==> config.mk <==
export PLATFORM = sky130hd
export DESIGN_NAME = dks_cell
export DESIGN_NICKNAME = d
export VERILOG_FILES = /design/src/hw/rtl/dks_pkg.sv /design/src/hw/rtl/dks_cell.sv
export SDC_FILE = /design/constraint.sdc
export NUM_CORES = 1
export LEC_CHECK = 0
export BUFFER_PORTS_ARGS = -buffer_cell sky130_fd_sc_hd__buf_4
export CAP_MARGIN = 20
export CORE_MARGIN = 8
export CORE_UTILIZATION = 47
export DETAILED_ROUTE_END_ITERATION = 16
export GPL_ROUTABILITY_DRIVEN = 0
export PLACE_DENSITY = 0.86
export SYNTH_ARGS = -nofsm -noshare
export SYNTH_HDL_FRONTEND = slang
export SYNTH_SLANG_ARGS = --single-unit
==> constraint.sdc <==
create_clock -name i_clk -period 15.8 [get_ports i_clk]
set_input_delay 3.95 -clock i_clk [delete_from_list [all_inputs] [get_ports i_clk]]
set_output_delay 3.95 -clock i_clk [all_outputs]
set_load 0.02 [all_outputs]
==> src/hw/rtl/dks_pkg.sv <==
package dks_pkg;

    localparam int MAX_ITEMS = 64;
    localparam int KEY_W     = 32;
    localparam int HANDLE_W  = 16;

    typedef struct packed {
        logic signed [KEY_W-1:0] key;
        logic [HANDLE_W-1:0]     handle;
    } t_entry;

    typedef struct packed {
        logic insert;
        logic shift;
    } t_cell_ctl;

endpackage

==> src/hw/rtl/dks_cell.sv <==
module dks_cell (
    input  logic            i_clk,
    input  logic            i_rst_n,
    input  dks_pkg::t_cell_ctl i_ctl,
    input  dks_pkg::t_entry i_new,
    input  dks_pkg::t_entry i_left,
    input  logic            i_left_valid,
    input  logic            i_left_greater,
    input  dks_pkg::t_entry i_right,
    input  logic            i_right_valid,
    output dks_pkg::t_entry o_entry,
    output logic            o_valid,
    output logic            o_greater
);
    import dks_pkg::*;

    t_entry r_entry;
    t_entry n_entry;
    logic   r_valid;
    logic   n_valid;

    // empty cells rank above every key; equal keys stay put so arrival order holds
    assign o_greater = !r_valid || (r_entry.key > i_new.key);

    always_comb begin
        n_entry = r_entry;
        n_valid = r_valid;
        if (i_ctl.shift) begin
            n_entry = i_right;
            n_valid = i_right_valid;
        end else if (i_ctl.insert && o_greater) begin
            if (i_left_greater) begin
                n_entry = i_left;
                n_valid = i_left_valid;
            end else begin
                n_entry = i_new;
                n_valid = 1'b1;
            end
        end
    end

    always_ff @(posedge i_clk) begin
        if (!i_rst_n) begin
            r_valid <= 1'b0;
        end else begin
            r_valid <= n_valid;
        end
    end

    always_ff @(posedge i_clk) begin
        r_entry <= n_entry;
    end

    assign o_entry = r_entry;
    assign o_valid = r_valid;

endmodule

==> results_dict.tcl, run 1 <==
set metrics [dict create \
    vias 3251 \
    fin_skew_ns 0.00661 \
    final_common_cell "buf_4" \
    p_sw_share_pct 29.8 \
    crit_path_cell_trace "buf_4 > inv_1 > ha_1 > a21oi_1 > o21ai_1 > a221o_1 > o31a_1 > a211oi_2 > o21ai_0 > buf_4" \
    wl_microns 11000 \
    cp_slowest_stage_delay_ns 0.36 \
    drt_iter0_markers 131 \
    avgSynthCellArea_sq_um 9.87 \
    peakVddDrop_v 0.0000525 \
    whs_path_depth 3 \
    seq_area_frac_synth_pct 44.1 \
    crit_path_frequent_cell "buf_4" \
    holdCritStartpoint "o_valid" \
    cts_tree "done" \
    hpwl_microns 8880 \
    area_growth_pct 51.4 \
    multiInputGateArea_sq_um 1660 \
    crit_slowest_cell "a211oi_2" \
    core_area_sq_um 6790 \
    leakage_nw 2.55 \
    ant_nets 0 \
    syn-cell-area_sq_um 3320 \
    clk_latency_ns 0.30 \
    layout_common_cells "201 x buf_4, 56 x nand2_1, 52 x o21ai_0" \
    cts_sinks 49 \
    clockRootBuffer "clkbuf_8" \
    p_seq_share_pct 41.1 \
    slew_headroom_pct 43.4 \
    crit_fanout 3 \
    clockPowerShare_pct 25.3 \
    fin_setup_tns_ns 0 \
    fmax_ghz 0.0999 \
    ctsHoldBuffers 0 \
    syn_inst 336 \
    drt-pass1-iter-count 4 \
    critPathLaunchType "input port" \
    ys_warn_count 0 \
    rsz0062_at_grt "false" \
    final_nets 710 \
    period_share_pct 63.3 \
    grt_use_total_pct 21.1 \
    r2r-end "o_entry[28]" \
    rrSetupSlack_ns 12.62 \
    fillers 481 \
    drv_cap 0 \
    drive_gt1_share_pct 40.3 \
    register_area_sq_um 1460 \
    hold_viol 0 \
    ioPinCount 201 \
    cts_setup_buffers 0 \
    antenna_found_initial 0 \
    rr_worst_depth 7 \
    p_switching_w 0.000125 \
    path_class "input port to primary output" \
    htreeDepth 2 \
    synthDistinctLibCells 29 \
    grt_overflow_total 0 \
    setup_viol 0 \
    hold_path_class "register to register" \
    synthesis.nets 519 \
    grt_pass1_wl_microns 16700 \
    cts_buffer_depth 2 \
    hold_end "o_valid" \
    end_kind "primary output" \
    crit_required_ns 11.85 \
    combPwrFrac_pct 33.6 \
    dieArea_sq_um 10000 \
    power.density_nw_per_um2 83.5 \
    slew_viol_final 0 \
    status "finished clean" \
    port_buffers 200 \
    via_per_inst 5.21 \
    diodes 0 \
    rr_startpoint "o_entry[30]" \
    grt_max_degree 101 \
    rows 30 \
    ys_ff_latch 49 \
    period_needed_ns 10.01 \
    p_int_w 0.000294 \
    numCtsBuffers 5 \
    worstMarginPinSlew_ns 0.850 \
    clkTransAtPathRegs_ns 0.09 \
    drc 0 \
    cp.arrival_ns 6.06 \
    cts_resized 0 \
    start_util_pct 48.8 \
    die_w_microns 100 \
    power_w 0.000419 \
    detail_route.wl_per_cell_microns 17.6 \
    dieHeight_microns 100 \
    grt_pass1_vias 3550 \
]
==> per-layer routing <==
metal / global-route usage, % / vias to the layer above / part of all wire [%]
met3: 7.82 / 10 / 9.2
met1: 20.7 / 1505 / 37
met5: 0 / - / 0
met2: 39.8 / 146 / 52
li1: - / 1590 / -
met4: 6.16 / 0 / 1.4
==> sequential cells by signal, summed over array words and instances, names as in the netlist <==
signal   flops
o_valid      1
o_entry     48
==> final cells by class <==
| cell class | instances | area share [%] |
|---|---|---|
| multi-input combinational | 233 | 33.0 |
| timing repair buffer | 201 | 30.1 |
| sequential | 49 | 29.1 |
| inverter | 37 | 2.77 |
| tap | 96 | 2.39 |
| clock buffer | 5 | 1.37 |
| clock inverter | 3 | 1.30 |
==> Yosys cell counts, drive strengths merged <==
library cell,instances,area [sq um]
dfxtp,1,20.0
nor3,2,10.0
clkbuf,12,45.0
nand4,5,31.3
o31a,1,8.76
o32ai,1,8.76
nand2,56,210
inv,37,139
ha,32,400
a221o,1,10.0
nor2b,1,6.26
a21oi,14,73.8
edfxtp,48,1440
mux2i,48,480
and4,3,26.3
a2111oi,1,8.76
o311a,1,10.0
o21a,1,7.51
nand3,4,20.0
a21o,2,15.0
o211ai,1,7.51
buf,5,25.0
o221a,1,11.3
a221oi,1,8.76
a211oi,1,12.5
nor2,2,7.51
o21ai,54,270
==> power groups by stage <==
| stage | logic, W | clock network, W | registers (W) |
|---|---|---|---|
| floorplan | 0.0000482 | 0 | 0.000197 |
| global placement | 0.000136 | 0 | 0.000174 |
| detailed placement | 0.000140 | 0 | 0.000175 |
| CTS | 0.000141 | 0.000108 | 0.000173 |
| global route | 0.000153 | 0.000112 | 0.000174 |
| finish | 0.000141 | 0.000106 | 0.000172 |
==> how the worst max path moves through the flow <==
stage,to,start,slack (ns)
after floorplan,o_greater,i_new[30],6.30
after global placement,o_greater,i_new[21],5.93
after detailed placement,o_greater,i_new[23],5.79
after CTS,o_greater,i_new[23],5.78
after global routing,o_greater,i_new[23],5.69
final,o_greater,i_new[23],5.79
==> critical path: cells and delay by family <==
kind,cells,cell delay [ns]
adder cells (fa/ha/maj),1,0.31
buffers and inverters,3,0.30
AO/OA/AOI/OAI,6,1.49
==> cells by family (layout without fill, tap and decap cells) <==
family	Yosys count	count (layout)	synth area share (%)
AO/OA/AOI/OAI	80	80	13.7
AND/OR/NAND/NOR	73	73	9.40
buffers and inverters	54	246	6.30
flip-flops	49	49	44.1
multiplexers	48	48	14.5
adder cells (fa/ha/maj)	32	32	12.1
==> stage by stage <==
stage / cells / utilization [%] / cell area, sq um / hold WS, ns / setup WS, ns
final: 624 / 73.9 / 5020 / 0.668 / 5.79
after global routing: 624 / 73.9 / 5020 / 0.744 / 5.69
after CTS: 624 / 73.9 / 5020 / 0.660 / 5.78
after detailed placement: 616 / 71.9 / 4890 / 0.641 / 5.79
after global placement: 616 / 71.9 / 4890 / 0.602 / 5.93
after floorplan: 336 / - / 3320 / 0.683 / 6.30
No activity file was read; power rests on OpenSTA's default activity.
==> run 2: changes to the inputs <==
- CORE_UTILIZATION: 47 -> 44
- PLACE_DENSITY: 0.86 -> 0.81
- clock period: 15.8 -> 9.8 ns (I/O delays scaled with it)
==> run 2 against run 1 <==
  * Final cell count grew 0.48%
  * First-iteration DRC count is 41% lower
  * Clock skew barely moved
  * Register-to-register slack got worse by 5.7 ns
  * Sequential share of layout area grew 0.29 points
  * Non-clock buffer count unchanged
  * Global-route usage shrank 1.7 points
  * Core utilization down 5.7 points
  * Sequential power is 61% higher
  * Largest power group unchanged
==> results_dict.tcl, run 2 (synthesis gave the netlist of run 1 again) <==
set metrics [dict create \
    drt_iter0_markers 77 \
    antenna_found_initial 0 \
    cp_slowest_stage_delay_ns 0.32 \
    vias 3099 \
    crit_required_ns 7.35 \
    fmax_ghz 0.146 \
    cts_setup_buffers 0 \
    final_common_cell "buf_4" \
    combPwrFrac_pct 36.5 \
    final_nets 710 \
    cts_sinks 49 \
    area_growth_pct 49.9 \
    power_w 0.000614 \
    htreeDepth 2 \
    crit_path_frequent_cell "buf_4" \
    cp-endpoint "o_greater" \
    rows 31 \
    dieHeight_microns 103 \
    numCtsBuffers 5 \
    status "finished clean" \
    crit_fanout 3 \
    p_seq_share_pct 45.2 \
    hpwl_microns 8430 \
    end_kind "primary output" \
    ant_nets 0 \
    rr_worst_depth 7 \
    core_area_sq_um 7290 \
    diodes 0 \
    peakVddDrop_v 0.000101 \
    hold_viol 0 \
    clkTransAtPathRegs_ns 0.08 \
    hold_slack_ns 0.670 \
    wl_microns 10400 \
    worstMarginPinSlew_ns 0.842 \
    clockPowerShare_pct 18.3 \
    crit_path_cell_trace "buf_4 > inv_1 > ha_1 > a21oi_1 > o21ai_1 > a221o_1 > o31a_1 > a211oi_2 > o21ai_0 > buf_4" \
    rr_startpoint "o_entry[30]" \
    p_switching_w 0.000193 \
    cp.arrival_ns 4.41 \
    cts_tree "done" \
    r2r-end "o_entry[14]" \
    detail_route.wl_per_cell_microns 16.6 \
    crit_slowest_cell "a221o_1" \
    ioPinCount 201 \
    cts_resized 0 \
    postLayoutCoreUtil_pct 68.2 \
    drive_gt1_share_pct 40.0 \
    drt-pass1-iter-count 4 \
    via_per_inst 4.94 \
    drc 0 \
    port_buffers 200 \
    slew_headroom_pct 43.8 \
    fin_skew_ns 0.00622 \
    drv_cap 0 \
    grt_overflow_total 0 \
    clockRootBuffer "clkbuf_8" \
    grt_pass1_wl_microns 15800 \
    start_util_pct 45.5 \
    p_sw_share_pct 31.4 \
    fin_setup_tns_ns 0 \
    largest_reg_flops 48 \
    period_needed_ns 6.86 \
    grt_max_degree 101 \
    power.density_nw_per_um2 124 \
    leakage_nw 2.53 \
    fillers 634 \
    cp-startpoint "i_new[21]" \
    dieArea_sq_um 10600 \
    ctsHoldBuffers 0 \
    hold_path_class "register to register" \
    die_w_microns 103 \
    grt_use_total_pct 19.3 \
    worst_slack_ns 2.94 \
    p_int_w 0.000421 \
    rrSetupSlack_ns 6.89 \
    dp_slack_ns 2.93 \
    grt_pass1_vias 3262 \
    slew_viol_final 0 \
    layout_common_cells "201 x buf_4, 56 x nand2_1, 52 x o21ai_0" \
    period_share_pct 70.0 \
    critPathLaunchType "input port" \
    setup_viol 0 \
    rsz0062_at_grt "false" \
    cts_buffer_depth 2 \
    clk_latency_ns 0.30 \
    path_class "input port to primary output" \
]
-- run 2: through the flow --
stage / cell area [sq um] / instances
floorplan: 3320 / 336
CTS: 4970 / 627
global placement: 4890 / 619
detailed placement: 4890 / 619
global route: 4970 / 627
finish: 4970 / 627
-- run 2: final cells by class --
type                    count  area (sq um)  share of cell area, %
flip-flops and latches     49          1460                   29.4
well taps                  99           124                   2.49
clock buffers               5          68.8                   1.38
inverters                  37           139                   2.79
repair buffers            201          1510                   30.4
clock inverters             3          12.5                  0.252
multi-input cells         233          1660                   33.3
-- run 2: how the worst min path moves through the flow --
stage	from	to	slack (ns)	depth (start not counted)
3_3_place_gp	o_valid	o_valid	0.61	3
2_1_floorplan	o_valid	o_valid	0.68	3
6_report	o_valid	o_valid	0.67	3
3_5_place_dp	o_valid	o_valid	0.64	3
4_1_cts	o_valid	o_valid	0.66	3
5_1_grt	o_valid	o_valid	0.67	3
-- run 2: worst max-delay path, delay by kind of cell --
kind,cells,cell delay [ns]
AOI/OAI and AO/OA,6,1.37
buffers and inverters,3,0.29
adders and majority gates,1,0.29
-- run 2: power groups by stage --
| stage | sequential (W) | combinational (W) | clock, W |
|---|---|---|---|
| final | 0.000277 | 0.000224 | 0.000113 |
| after global routing | 0.000281 | 0.000246 | 0.000125 |
| after CTS | 0.000278 | 0.000227 | 0.000118 |
| after detailed placement | 0.000282 | 0.000226 | 0 |
| after global placement | 0.000281 | 0.000221 | 0 |
| after floorplan | 0.000317 | 0.0000777 | 0 |
-- run 2: layer usage --
metal	up-vias	wire length [microns]	GRT usage [%]
li1	1584	-	-
met1	1377	3780	20.5
met2	127	5230	34.4
met3	11	1250	8.10
met4	0	157	5.45
met5	-	0	0
==> run 3: changes to the inputs <==
- CORE_UTILIZATION: 44 -> 40
- PLACE_DENSITY: 0.81 -> 0.78
- clock period: 9.8 -> 6.05 ns (I/O delays scaled with it)
==> run 3 against run 2 <==
  * Core utilization shrank 6.3 points
  * Global-route usage shrank 1.3 points
  * Via count grew 1.6%
  * Design area grew 1.2%
  * First-iteration DRC count grew 74%
  * Critical endpoint unchanged
  * Largest cell class unchanged
  * Largest power group unchanged
==> results_dict.tcl, run 3 (synthesis gave the netlist of run 1 again) <==
set metrics [dict create \
    clockPowerShare_pct 25.5 \
    slew_viol_final 0 \
    area_growth_pct 51.7 \
    fin_skew_ns 0.00481 \
    vias 3149 \
    final_common_cell "buf_4" \
    rrSetupSlack_ns 3.18 \
    period_needed_ns 5.09 \
    numCtsBuffers 5 \
    hold_path_class "register to register" \
    path_class "input port to primary output" \
    crit_required_ns 4.54 \
    drv_cap 0 \
    status "finished clean" \
    hold_end "o_valid" \
    wl_microns 10400 \
    combPwrFrac_pct 33.3 \
    drc 0 \
    cts_sinks 49 \
    layout_common_cells "201 x buf_4, 56 x nand2_1, 52 x o21ai_0" \
    power.density_nw_per_um2 217 \
    fmax_ghz 0.196 \
    rr_worst_depth 7 \
    diodes 0 \
    via_per_inst 4.97 \
    cts_resized 0 \
    period_share_pct 84.2 \
    leakage_nw 2.55 \
    drt-pass1-iter-count 4 \
    drt_iter0_markers 134 \
    p_int_w 0.000769 \
    clkTransAtPathRegs_ns 0.09 \
    rsz0062_at_grt "false" \
    core_area_sq_um 8130 \
    power_w 0.00109 \
    r2r-end "o_entry[39]" \
    start_util_pct 40.8 \
    cp.arrival_ns 3.58 \
    p_sw_share_pct 29.5 \
    dp_cells 625 \
    hold_viol 0 \
    drive_gt1_share_pct 40.3 \
    dieArea_sq_um 11500 \
    setup_viol 0 \
    rows 33 \
    critPathLaunchType "input port" \
    cts_buffer_depth 2 \
    die_w_microns 107 \
    clockRootBuffer "clkbuf_8" \
    ant_nets 0 \
    dieHeight_microns 107 \
    whs_path_depth 3 \
    grt_use_total_pct 18.0 \
    slew_headroom_pct 43.7 \
    grt_max_degree 101 \
    clk_latency_ns 0.30 \
    grt_overflow_total 0 \
    holdCritStartpoint "o_valid" \
    ioPinCount 201 \
    fin_setup_tns_ns 0 \
    htreeDepth 2 \
    detail_route.wl_per_cell_microns 16.4 \
    p_switching_w 0.000321 \
    p_seq_share_pct 41.2 \
    worstMarginPinSlew_ns 0.845 \
    cts_setup_buffers 0 \
    grt_pass1_wl_microns 16500 \
    rr_startpoint "o_entry[30]" \
    antenna_found_initial 0 \
    end_kind "primary output" \
    crit_fanout 3 \
    port_buffers 200 \
    peakVddDrop_v 0.000128 \
    grt_pass1_vias 3501 \
    largest_reg_flops 48 \
    cts_tree "done" \
    final_nets 710 \
    ctsHoldBuffers 0 \
    final_cells 633 \
    hpwl_microns 8390 \
]
[run 3: cell count changes in the layout (fill, tap and decap cells not counted)]
cell and delta:
bufinv_16 +2, clkinv_1 -2
[run 3: routing by layer]
layer  wire (microns)  part of all wire, %  GRT usage, %  vias to the layer above
met5                0                    0             0                        -
met4              176                  1.7          5.33                        0
met3              994                  9.6          7.44                       12
met2             5250                   51          31.7                      128
met1             3960                   38          19.2                     1421
li1                 -                    -             -                     1588
[run 3: cell type report]
class | count | area (sq um)
inverter | 37 | 139
multi-input combinational | 233 | 1660
sequential | 49 | 1460
timing repair buffer | 201 | 1510
clock inverter | 3 | 65.1
fill | 707 | 3100
clock buffer | 5 | 68.8
tap | 105 | 131
[run 3: power by group through the flow]
stage	sequential, W	clock, W	combinational (W)
floorplan	0.000512	0	0.000126
global placement	0.000454	0	0.000358
detailed placement	0.000456	0	0.000366
CTS	0.000449	0.000285	0.000368
global route	0.000455	0.000296	0.000399
finish	0.000449	0.000278	0.000363
[run 3: critical path, cell delays in order]
cell	delay [ns]
buf_4	0.09
inv_1	0.03
ha_1	0.31
a21oi_1	0.16
o21ai_1	0.11
a221o_1	0.35
o31a_1	0.31
a211oi_2	0.34
o21ai_0	0.18
buf_4	0.18
[run 3: how the worst max path moves through the flow]
stage	slack (ns)	from	endpoint	depth (start not counted)
global placement	1.03	i_new[21]	o_greater	10
global route	0.84	i_new[21]	o_greater	10
detailed placement	0.97	i_new[23]	o_greater	10
floorplan	0.84	i_new[30]	o_entry[0]	7
CTS	0.96	i_new[30]	o_greater	10
finish	0.96	i_new[23]	o_greater	10
[run 3: metrics by stage]
step	area (sq um)	setup WS, ns	util, %	hold WS [ns]
2_1_floorplan	3320	0.839	-	0.683
3_3_place_gp	4900	1.03	60.2	0.609
3_5_place_dp	4900	0.972	60.2	0.631
4_1_cts	5030	0.964	61.9	0.650
5_1_grt	5030	0.836	61.9	0.734
6_report	5030	0.955	61.9	0.653
